--- config.mk ---
export PLATFORM = sky130hd
export DESIGN_NAME = generation_handle_slot_allocator
export DESIGN_NICKNAME = d
export VERILOG_FILES = /design/src/hw/rtl/ghsa_pkg.sv /design/src/hw/rtl/ghsa_ucode_seq.sv /design/src/hw/rtl/ghsa_datapath.sv /design/src/hw/rtl/generation_handle_slot_allocator.sv
export SDC_FILE = /design/constraint.sdc
export NUM_CORES = 2
export LEC_CHECK = 0
export ABC_AREA = 1
export BUFFER_PORTS_ARGS = -buffer_cell sky130_fd_sc_hd__buf_4
export CORE_ASPECT_RATIO = 1.5
export CORE_MARGIN = 2
export CORE_UTILIZATION = 55
export DETAILED_ROUTE_END_ITERATION = 10
export GPL_TIMING_DRIVEN = 0
export PLACE_DENSITY = 0.76
export SLEW_MARGIN = 15
export SYNTH_ARGS = -nofsm -noshare
export SYNTH_HDL_FRONTEND = slang
export SYNTH_SLANG_ARGS = --single-unit
--- constraint.sdc ---
create_clock -name clock -period 13.1 [get_ports clock]
set_input_delay 0 -clock clock [delete_from_list [all_inputs] [get_ports clock]]
set_output_delay 0 -clock clock [all_outputs]
set_load 0.1 [all_outputs]
--- src/hw/rtl/ghsa_pkg.sv ---
// Shared types, constants and microcode ROM for the generation handle slot allocator.
package ghsa_pkg;

   localparam int unsigned DEFAULT_SLOTS = 64;
   localparam int unsigned OP_W          = 2;
   localparam int unsigned HANDLE_W      = 31;
   localparam int unsigned INDEX_FIELD_W = 16;
   localparam int unsigned SERIAL_W      = 15;
   localparam int unsigned SLOT_OUT_W    = 6;
   localparam int unsigned HW_OUT_W      = 7;
   localparam int unsigned WIDE_W        = INDEX_FIELD_W + 1;

   typedef enum logic [OP_W-1:0] {
      OP_ADD    = 2'd0,
      OP_DELETE = 2'd1,
      OP_LOOKUP = 2'd2
   } op_type;

   typedef enum logic [3:0] {
      ST_IDLE,
      ST_ADD_LOAD,
      ST_ADD_SCAN,
      ST_ADD_TEST,
      ST_ADD_COMMIT,
      ST_DEL_FREE,
      ST_DEL_DESC,
      ST_DEL_DONE,
      ST_LKP_TEST,
      ST_LKP_DONE,
      ST_FAIL
   } step_type;

   typedef enum logic [2:0] {
      PTR_HOLD,
      PTR_HINT,
      PTR_INC,
      PTR_DEC,
      PTR_HWM
   } ptr_sel_type;

   typedef enum logic [2:0] {
      C_NEVER,
      C_ALWAYS,
      C_START,
      C_SCAN_STOP,
      C_PTR_END,
      C_BAD_HANDLE,
      C_DESC_STOP
   } cond_type;

   typedef enum logic [2:0] {
      RSP_NONE,
      RSP_FAIL,
      RSP_ADD,
      RSP_DELETE,
      RSP_LOOKUP
   } resp_type;

   typedef struct packed {
      ptr_sel_type ptr_sel;
      logic        commit_add;
      logic        free_slot;
      logic        set_hwm;
      resp_type    resp;
      cond_type    cond;
      logic        stay;
      logic        dispatch;
      step_type    target;
   } ctrl_word_type;

   typedef struct packed {
      logic        latch;
      ptr_sel_type ptr_sel;
      logic        commit_add;
      logic        free_slot;
      logic        set_hwm;
      resp_type    resp;
   } dp_ctrl_type;

   typedef struct packed {
      logic scan_stop;
      logic ptr_end;
      logic bad_handle;
      logic desc_stop;
   } dp_status_type;

   localparam ctrl_word_type CW_NOP = '{
      ptr_sel:    PTR_HOLD,
      commit_add: 1'b0,
      free_slot:  1'b0,
      set_hwm:    1'b0,
      resp:       RSP_NONE,
      cond:       C_NEVER,
      stay:       1'b0,
      dispatch:   1'b0,
      target:     ST_IDLE
   };

   // Actions fire when the jump is not taken, or when cond is C_ALWAYS.
   function automatic ctrl_word_type ucode_word(input step_type s);
      ctrl_word_type w;
      w = CW_NOP;
      case (s)
         ST_IDLE: begin
            w.cond     = C_START;
            w.stay     = 1'b1;
            w.dispatch = 1'b1;
         end
         ST_ADD_LOAD: begin
            w.ptr_sel = PTR_HINT;
         end
         ST_ADD_SCAN: begin
            w.cond    = C_SCAN_STOP;
            w.target  = ST_ADD_TEST;
            w.ptr_sel = PTR_INC;
            w.stay    = 1'b1;
         end
         ST_ADD_TEST: begin
            w.cond   = C_PTR_END;
            w.target = ST_FAIL;
         end
         ST_ADD_COMMIT: begin
            w.commit_add = 1'b1;
            w.resp       = RSP_ADD;
            w.cond       = C_ALWAYS;
            w.target     = ST_IDLE;
         end
         ST_DEL_FREE: begin
            w.cond      = C_BAD_HANDLE;
            w.target    = ST_FAIL;
            w.free_slot = 1'b1;
            w.ptr_sel   = PTR_HWM;
         end
         ST_DEL_DESC: begin
            w.cond    = C_DESC_STOP;
            w.target  = ST_DEL_DONE;
            w.ptr_sel = PTR_DEC;
            w.stay    = 1'b1;
         end
         ST_DEL_DONE: begin
            w.set_hwm = 1'b1;
            w.resp    = RSP_DELETE;
            w.cond    = C_ALWAYS;
            w.target  = ST_IDLE;
         end
         ST_LKP_TEST: begin
            w.cond   = C_BAD_HANDLE;
            w.target = ST_FAIL;
         end
         ST_LKP_DONE: begin
            w.resp   = RSP_LOOKUP;
            w.cond   = C_ALWAYS;
            w.target = ST_IDLE;
         end
         ST_FAIL: begin
            w.resp   = RSP_FAIL;
            w.cond   = C_ALWAYS;
            w.target = ST_IDLE;
         end
         default: begin
            w.cond   = C_ALWAYS;
            w.target = ST_IDLE;
         end
      endcase
      return w;
   endfunction

   function automatic step_type dispatch_step(input logic [OP_W-1:0] op);
      step_type s;
      case (op)
         OP_ADD:    s = ST_ADD_LOAD;
         OP_DELETE: s = ST_DEL_FREE;
         OP_LOOKUP: s = ST_LKP_TEST;
         default:   s = ST_FAIL;
      endcase
      return s;
   endfunction

endpackage

--- src/hw/rtl/ghsa_ucode_seq.sv ---
// Microcode sequencer: step counter, ROM word fetch, condition test and jump logic.
module ghsa_ucode_seq (
   input  logic                           clock,
   input  logic                           reset,
   input  logic                           start,
   input  logic [ghsa_pkg::OP_W-1:0]      req_op,
   input  ghsa_pkg::dp_status_type        status,
   output logic                           busy,
   output ghsa_pkg::dp_ctrl_type          ctrl
);
   import ghsa_pkg::*;

   step_type      step_ff;
   step_type      step_in;
   ctrl_word_type cw;
   logic          taken;
   logic          fire;
   logic          accept;

   assign cw     = ucode_word(step_ff);
   assign busy   = (step_ff != ST_IDLE);
   assign accept = start && !busy;

   always_comb begin
      case (cw.cond)
         C_NEVER:      taken = 1'b0;
         C_ALWAYS:     taken = 1'b1;
         C_START:      taken = start;
         C_SCAN_STOP:  taken = status.scan_stop;
         C_PTR_END:    taken = status.ptr_end;
         C_BAD_HANDLE: taken = status.bad_handle;
         C_DESC_STOP:  taken = status.desc_stop;
         default:      taken = 1'b0;
      endcase
   end

   assign fire = (cw.cond == C_ALWAYS) || !taken;

   // next step
   always_comb begin
      if (taken) begin
         step_in = cw.dispatch ? dispatch_step(req_op) : cw.target;
      end else if (cw.stay) begin
         step_in = step_ff;
      end else begin
         step_in = step_type'(step_ff + 4'd1);
      end
   end

   // issued controls
   always_comb begin
      ctrl.latch      = accept;
      ctrl.ptr_sel    = fire ? cw.ptr_sel : PTR_HOLD;
      ctrl.commit_add = fire && cw.commit_add;
      ctrl.free_slot  = fire && cw.free_slot;
      ctrl.set_hwm    = fire && cw.set_hwm;
      ctrl.resp       = fire ? cw.resp : RSP_NONE;
   end

   always_ff @(posedge clock) begin
      if (reset) begin
         step_ff <= ST_IDLE;
      end else begin
         step_ff <= step_in;
      end
   end

   a_accept_leaves_idle: assert property (@(posedge clock) disable iff (reset)
      accept |=> busy)
      else $error("accepted word did not start a sequence");

   a_resp_returns_idle: assert property (@(posedge clock) disable iff (reset)
      (ctrl.resp != RSP_NONE) |=> !busy)
      else $error("sequence did not return to idle after its response");

endmodule

--- src/hw/rtl/ghsa_datapath.sv ---
// Datapath: slot live bits, serial memory, hint, high-water mark, scan pointer, response regs.
module ghsa_datapath #(
   parameter int unsigned SLOTS = ghsa_pkg::DEFAULT_SLOTS
) (
   input  logic                              clock,
   input  logic                              reset,
   input  ghsa_pkg::dp_ctrl_type             ctrl,
   input  logic [ghsa_pkg::HANDLE_W-1:0]     req_handle,
   output ghsa_pkg::dp_status_type           status,
   output logic                              rsp_strobe,
   output logic                              rsp_ok,
   output logic [ghsa_pkg::HANDLE_W-1:0]     rsp_new_handle,
   output logic [ghsa_pkg::SLOT_OUT_W-1:0]   rsp_slot_index,
   output logic [ghsa_pkg::HW_OUT_W-1:0]     rsp_high_water
);
   import ghsa_pkg::*;

   localparam int unsigned IDX_W = $clog2(SLOTS);
   localparam int unsigned CNT_W = $clog2(SLOTS + 1);

   logic [SLOTS-1:0]          live_ff;
   logic [SERIAL_W-1:0]       serial_mem [SLOTS];
   logic [SERIAL_W-1:0]       rd_ff;
   logic [HANDLE_W-1:0]       handle_ff;
   logic [IDX_W-1:0]          hint_ff;
   logic [CNT_W-1:0]          hwm_ff;
   logic [CNT_W-1:0]          hwm_in;
   logic [CNT_W-1:0]          ptr_ff;
   logic [CNT_W-1:0]          ptr_in;
   logic [SERIAL_W-1:0]       serial_ff;
   logic [SERIAL_W-1:0]       serial_in;

   logic                      rsp_strobe_ff;
   logic                      rsp_ok_ff;
   logic [HANDLE_W-1:0]       rsp_new_handle_ff;
   logic [SLOT_OUT_W-1:0]     rsp_slot_index_ff;
   logic [HW_OUT_W-1:0]       rsp_high_water_ff;

   logic [INDEX_FIELD_W-1:0]  hidx16;
   logic [SERIAL_W-1:0]       hser;
   logic [IDX_W-1:0]          hidx;
   logic [IDX_W-1:0]          rd_addr;
   logic [IDX_W-1:0]          ptr_idx;
   logic [CNT_W-1:0]          ptr_m1;
   logic [CNT_W-1:0]          ptr_p1;
   logic [WIDE_W-1:0]         ptr_wide;
   logic [WIDE_W-1:0]         hwm_wide;
   logic                      idx_ok;

   assign hidx16   = handle_ff[INDEX_FIELD_W-1:0];
   assign hser     = handle_ff[HANDLE_W-1:INDEX_FIELD_W];
   assign hidx     = handle_ff[IDX_W-1:0];
   assign rd_addr  = ctrl.latch ? req_handle[IDX_W-1:0] : hidx;
   assign ptr_idx  = ptr_ff[IDX_W-1:0];
   assign ptr_m1   = ptr_ff - CNT_W'(1);
   assign ptr_p1   = ptr_ff + CNT_W'(1);
   assign ptr_wide = WIDE_W'(ptr_ff);
   assign hwm_wide = WIDE_W'(hwm_in);
   assign idx_ok   = {1'b0, hidx16} < WIDE_W'(SLOTS);
   assign serial_in = serial_ff + SERIAL_W'(1);

   always_comb begin
      status.ptr_end    = (ptr_ff == CNT_W'(SLOTS));
      status.scan_stop  = status.ptr_end || !live_ff[ptr_idx];
      status.bad_handle = !idx_ok || !live_ff[hidx] || (rd_ff != hser);
      status.desc_stop  = (ptr_ff <= CNT_W'(1)) || live_ff[ptr_m1[IDX_W-1:0]];
   end

   always_comb begin
      case (ctrl.ptr_sel)
         PTR_HOLD: ptr_in = ptr_ff;
         PTR_HINT: ptr_in = CNT_W'(hint_ff);
         PTR_INC:  ptr_in = ptr_p1;
         PTR_DEC:  ptr_in = ptr_m1;
         PTR_HWM:  ptr_in = hwm_ff;
         default:  ptr_in = ptr_ff;
      endcase
   end

   always_comb begin
      hwm_in = hwm_ff;
      if (ctrl.commit_add && (hwm_ff < ptr_p1)) begin
         hwm_in = ptr_p1;
      end else if (ctrl.set_hwm) begin
         hwm_in = ptr_ff;
      end
   end

   // serial store, registered read
   always_ff @(posedge clock) begin
      if (ctrl.commit_add) begin
         serial_mem[ptr_idx] <= serial_in;
      end
      rd_ff <= serial_mem[rd_addr];
   end

   always_ff @(posedge clock) begin
      ptr_ff <= ptr_in;
      if (ctrl.latch) begin
         handle_ff <= req_handle;
      end
   end

   always_ff @(posedge clock) begin
      if (reset) begin
         live_ff   <= '0;
         hint_ff   <= '0;
         hwm_ff    <= '0;
         serial_ff <= '0;
      end else begin
         hwm_ff <= hwm_in;
         if (ctrl.commit_add) begin
            live_ff[ptr_idx] <= 1'b1;
            hint_ff          <= ptr_idx;
            serial_ff        <= serial_in;
         end
         if (ctrl.free_slot) begin
            live_ff[hidx] <= 1'b0;
            if (hidx < hint_ff) begin
               hint_ff <= hidx;
            end
         end
      end
   end

   always_ff @(posedge clock) begin
      if (reset) begin
         rsp_strobe_ff <= 1'b0;
      end else begin
         rsp_strobe_ff <= (ctrl.resp != RSP_NONE);
      end
   end

   always_ff @(posedge clock) begin
      rsp_high_water_ff <= hwm_wide[HW_OUT_W-1:0];
      case (ctrl.resp)
         RSP_ADD: begin
            rsp_ok_ff         <= 1'b1;
            rsp_new_handle_ff <= {serial_in, ptr_wide[INDEX_FIELD_W-1:0]};
            rsp_slot_index_ff <= ptr_wide[SLOT_OUT_W-1:0];
         end
         RSP_LOOKUP: begin
            rsp_ok_ff         <= 1'b1;
            rsp_new_handle_ff <= '0;
            rsp_slot_index_ff <= hidx16[SLOT_OUT_W-1:0];
         end
         RSP_DELETE: begin
            rsp_ok_ff         <= 1'b1;
            rsp_new_handle_ff <= '0;
            rsp_slot_index_ff <= '0;
         end
         default: begin
            rsp_ok_ff         <= 1'b0;
            rsp_new_handle_ff <= '0;
            rsp_slot_index_ff <= '0;
         end
      endcase
   end

   assign rsp_strobe     = rsp_strobe_ff;
   assign rsp_ok         = rsp_ok_ff;
   assign rsp_new_handle = rsp_new_handle_ff;
   assign rsp_slot_index = rsp_slot_index_ff;
   assign rsp_high_water = rsp_high_water_ff;

   a_hwm_in_range: assert property (@(posedge clock) disable iff (reset)
      hwm_ff <= CNT_W'(SLOTS))
      else $error("high-water mark beyond table");

   a_commit_free_slot: assert property (@(posedge clock) disable iff (reset)
      ctrl.commit_add |-> (ptr_ff < CNT_W'(SLOTS)) && !live_ff[ptr_idx])
      else $error("add committed to a live or missing slot");

   a_fail_word_zero: assert property (@(posedge clock) disable iff (reset)
      (rsp_strobe_ff && !rsp_ok_ff) |-> (rsp_new_handle_ff == '0) &&
                                         (rsp_slot_index_ff == '0))
      else $error("failed word carries a handle or slot");

endmodule

--- src/hw/rtl/generation_handle_slot_allocator.sv ---
// Generation handle slot allocator: hands out, checks and frees serial-tagged slot handles.
//
// Input channel: a command word (req_op, req_handle) is taken at a rising edge with start
// high and busy low. req_op selects add, delete or lookup; req_handle carries the serial
// in bits 30..16 and the slot index in bits 15..0 and is ignored for add.
// Result channel: one result word per command, shown for one cycle with rsp_strobe high:
// rsp_ok, rsp_new_handle, rsp_slot_index and rsp_high_water. The receiver cannot stall;
// the word must be taken in that cycle.
// Steps after accept: lookup tests the handle, then answers; an unknown op goes straight to
// the fail step; add loads the first-open hint, steps over live slots, tests for a full table
// and commits; delete frees a slot whose handle checks, then lowers the mark. The scan
// and the descent test one live bit per cycle in the sequencer loop; busy stays high until
// the strobe cycle, in which a new command may already be taken.
// Reset clears all live bits, the hint, the high-water mark and the serial counter; no
// clearing pass is needed and start is taken in the first cycle after reset.
module generation_handle_slot_allocator #(
   parameter int unsigned SLOTS = ghsa_pkg::DEFAULT_SLOTS
) (
   input  logic                              clock,
   input  logic                              reset,
   input  logic                              start,
   output logic                              busy,
   input  logic [ghsa_pkg::OP_W-1:0]         req_op,
   input  logic [ghsa_pkg::HANDLE_W-1:0]     req_handle,
   output logic                              rsp_strobe,
   output logic                              rsp_ok,
   output logic [ghsa_pkg::HANDLE_W-1:0]     rsp_new_handle,
   output logic [ghsa_pkg::SLOT_OUT_W-1:0]   rsp_slot_index,
   output logic [ghsa_pkg::HW_OUT_W-1:0]     rsp_high_water
);
   import ghsa_pkg::*;

   dp_ctrl_type   ctrl;
   dp_status_type status;

   ghsa_ucode_seq u_seq (
      .clock  (clock),
      .reset  (reset),
      .start  (start),
      .req_op (req_op),
      .status (status),
      .busy   (busy),
      .ctrl   (ctrl)
   );

   ghsa_datapath #(
      .SLOTS (SLOTS)
   ) u_dp (
      .clock          (clock),
      .reset          (reset),
      .ctrl           (ctrl),
      .req_handle     (req_handle),
      .status         (status),
      .rsp_strobe     (rsp_strobe),
      .rsp_ok         (rsp_ok),
      .rsp_new_handle (rsp_new_handle),
      .rsp_slot_index (rsp_slot_index),
      .rsp_high_water (rsp_high_water)
   );

endmodule

==> results.json <==
{
  "outcome": "complete, no violations",
  "num-fill-cells": 6437,
  "finalSetupViolations": 0,
  "initial_utilization": 0.556,
  "synth_cells": 4288,
  "fin_crit_ns": 5.57,
  "final.setup.tns_ns": 0,
  "dpl_worst_slack_ns": 7.83,
  "port_buffers": 72,
  "synth_seq_cells": 1146,
  "drcViolationCount": 0,
  "final_common_cell": "edfxtp_1",
  "dieArea_um2": 89700,
  "dp_cells": 5579,
  "maxSlewViolCount": 0,
  "hold_violations": 0,
  "hp-start": "req_handle[3]",
  "drt_iter0_markers": 6081,
  "cts.clk_slew.worst_paths_ns": 0.07,
  "cp-startpoint": "u_dp.ptr_ff[1]",
  "dr.pass1.iters": 7,
  "hp-class": "in -> reg",
  "fmax_mhz": 180,
  "met2_wirelength_mm": 81.9,
  "peakVddDrop_uv": 165,
  "wl_per_cell_um": 30.9,
  "rsz0062_at_grt": "false",
  "maxCapViolations": 0,
  "post_synth.cell_area_avg_um2": 11.2,
  "cts_sinks": 1146,
  "top_layer_used": "met5",
  "async_flop_share": 0,
  "core_region_area_um2": 86400,
  "yosysWarnings": 0,
  "first_global_vias": 37100,
  "num-nets-final": 4661,
  "synth-edff-count": 998,
  "drtAntennaViolNets": 0,
  "vias": 38400,
  "max_stage_delay_ns": 0.87,
  "ctsResizeCount": 0,
  "wl_mm": 180,
  "arrival_ns": 5.94,
  "tightest_slew_ns": 1.39,
  "die_y_um": 366,
  "avgViaCountPerCell": 6.59,
  "crit_buf_inv": 5,
  "place_hpwl_mm": 123,
  "synth_ff_type": "edfxtp_1",
  "skew_ns": 0.0336,
  "cts_buffer_depth": 3,
  "cts_tree": "yes",
  "reg2reg_from": "u_dp.ptr_ff[1]",
  "path_class": "reg -> reg",
  "slowest_stage": "nor2_4",
  "final_cell_mix": "998 x edfxtp_1, 625 x nor2_1, 599 x o21ai_0, 488 x nand2_1, 242 x inv_1",
  "track_usage": 0.398,
  "end_kind": "register",
  "path_delay_family": "simple AND/OR/NAND/NOR gates",
  "multiInputGateArea_um2": 13300,
  "final_cells": 5835,
  "slew_headroom": 0.0726,
  "clk_latency_ns": 0.77,
  "cp_common_cell": "nand3_1",
  "finalCritPeriodShare": 0.425,
  "met3WireLength_mm": 23.3,
  "critPathRequiredTime_ns": 13.47,
  "power.leakage_nw": 18.7,
  "numCtsBuffers": 103,
  "grt_max_degree": 66,
  "power.density_nw_per_um2": 226,
  "gp_congestion": 1.08,
  "chipWidth_um": 245,
  "synth_cell_types": 44,
  "rows": 132,
  "post-route-util": 0.646,
  "ioPinCount": 83,
  "grt_first_pass_wirelength_mm": 252,
  "ys_seq_area_frac": 0.686,
  "cp_max_fo": 15,
  "crit_chain": "inv_1 -> buf_1 -> ha_1 -> buf_2 -> clkbuf_1 -> o211ai_1 -> nand3_1 -> nand3_1 -> nand3_1 -> nand3_1 -> nand3_1 -> nand2_1 -> nand3_2 -> nand2_4 -> buf_6 -> nand3_1 -> nor2_4",
  "grt.overflow.total": 0,
  "htree_levels": 3,
  "drive_above_1_share": 0.105,
  "cp-start-kind": "register",
  "fin_ws_ns": 7.53,
  "syn_to_final_growth_pct": 16.2,
  "antenna_found_initial": 12,
  "synth_area_um2": 48000,
  "clockRootBuffer": "clkbuf_16",
  "wl_met1_mm": 54.8,
  "seq_area_um2": 32900
}
## flip-flops by register name, summed over array words and instances, names as in the netlist
signal / flops
u_dp.serial_mem: 960
u_dp.rsp_slot_index: 6
u_dp.rsp_new_handle: 22
u_dp.rd_ff: 15
u_dp.handle_ff: 31
u_dp.serial_ff: 15
u_dp.rsp_high_water: 7
u_dp.rsp_ok: 1
u_dp.rsp_strobe: 1
u_dp.hwm_ff: 7
u_seq.step_ff: 4
u_dp.hint_ff: 6
u_dp.ptr_ff: 7
u_dp.live_ff: 64
## metal layers
layer,vias to the layer above,GRT usage
met4,10,0.361
met3,965,0.115
met1,18100,0.440
li1,16000,-
met5,-,0
met2,3315,0.618
## kinds of logic (layout without fill, tap and decap cells)
kind of cell    after synthesis  after routing  share of synthesized area
buf+inv                     556            950                     0.0463
compound gates             1059           1059                      0.131
simple gates               1480           1480                      0.127
xor+xnor                     26             26                    0.00506
fa+ha+maj                    20             20                    0.00521
flops                      1146           1146                      0.686
other cells                   1             15                  0.0000781
## worst paths after layout
| check | end | slack (ns) | depth (start not counted) |
|---|---|---|---|
| max | u_dp.serial_mem[57][8] | 7.53 | 17 |
| min | u_dp.handle_ff[3] | 0.01 | 2 |
| max reg2reg | u_dp.serial_mem[57][8] | 7.53 | 17 |
| min reg2reg | u_dp.serial_ff[7] | 0.51 | 2 |
## cell usage after synthesis, types with 3 or more instances
| library cell | count | area (um2) |
|---|---|---|
| o22ai_1 | 124 | 776 |
| buf_1 | 14 | 52.6 |
| nor3b_1 | 3 | 22.5 |
| inv_1 | 245 | 920 |
| nor3_2 | 5 | 50.1 |
| ha_1 | 20 | 250 |
| o221ai_1 | 122 | 1070 |
| xor2_1 | 23 | 201 |
| nand3_2 | 5 | 50.1 |
| o21ai_0 | 600 | 3000 |
| nand2_1 | 488 | 1830 |
| nor2_1 | 680 | 2550 |
| buf_2 | 50 | 250 |
| clkinv_1 | 3 | 11.3 |
| o21ai_1 | 22 | 110 |
| nand2_2 | 5 | 31.3 |
| nand3_1 | 232 | 1160 |
| o211ai_1 | 135 | 1010 |
| edfxtp_1 | 998 | 30000 |
| nand4_1 | 30 | 188 |
| nor3_1 | 15 | 75.1 |
| inv_2 | 18 | 67.6 |
| a21oi_1 | 50 | 250 |
| nor2_2 | 9 | 56.3 |
| buf_4 | 17 | 128 |
| clkbuf_1 | 207 | 777 |
| dfxtp_1 | 148 | 2960 |
## worst reg2reg max path: cells and delay by family (launching register included)
kind	cells	cell delay [ns]
compound gates	1	0.21
fa+ha+maj	1	0.36
buf+inv	5	1.61
flops	1	0.45
simple gates	10	2.54
## report_power, final
part	internal [mW]	switching (mW)
clock	1.66	1.40
sequential	4.24	0.0743
combinational	1.19	4.04
total	7.08	5.51
## through the flow
stage / total power, mW / hold WS, ns / cell area (um2)
2_1_floorplan: 7.07 / 0.0989 / 48000
3_3_place_gp: 9.00 / 0.178 / 50000
3_5_place_dp: 9.21 / 0.179 / 51800
4_1_cts: 12.2 / 0.00155 / 55800
5_1_grt: 12.8 / 0.0161 / 55800
6_report: 12.6 / 0.0111 / 55800
## what timing repair did
item	in CTS	in global routing
hold buffers	58	1
buffers inserted	0	0
hold endpoints to repair	39	1
## area by class of cell
cell class | count | area share
sequential | 1146 | 0.590
multi-input combinational | 2594 | 0.239
clock buffer | 124 | 0.0485
timing repair buffer | 204 | 0.0445
tap | 1139 | 0.0255
buffer | 290 | 0.0219
inverter | 266 | 0.0180
clock inverter | 66 | 0.0119
antenna | 6 | 0.000269
(Power assumes the default switching activity.)
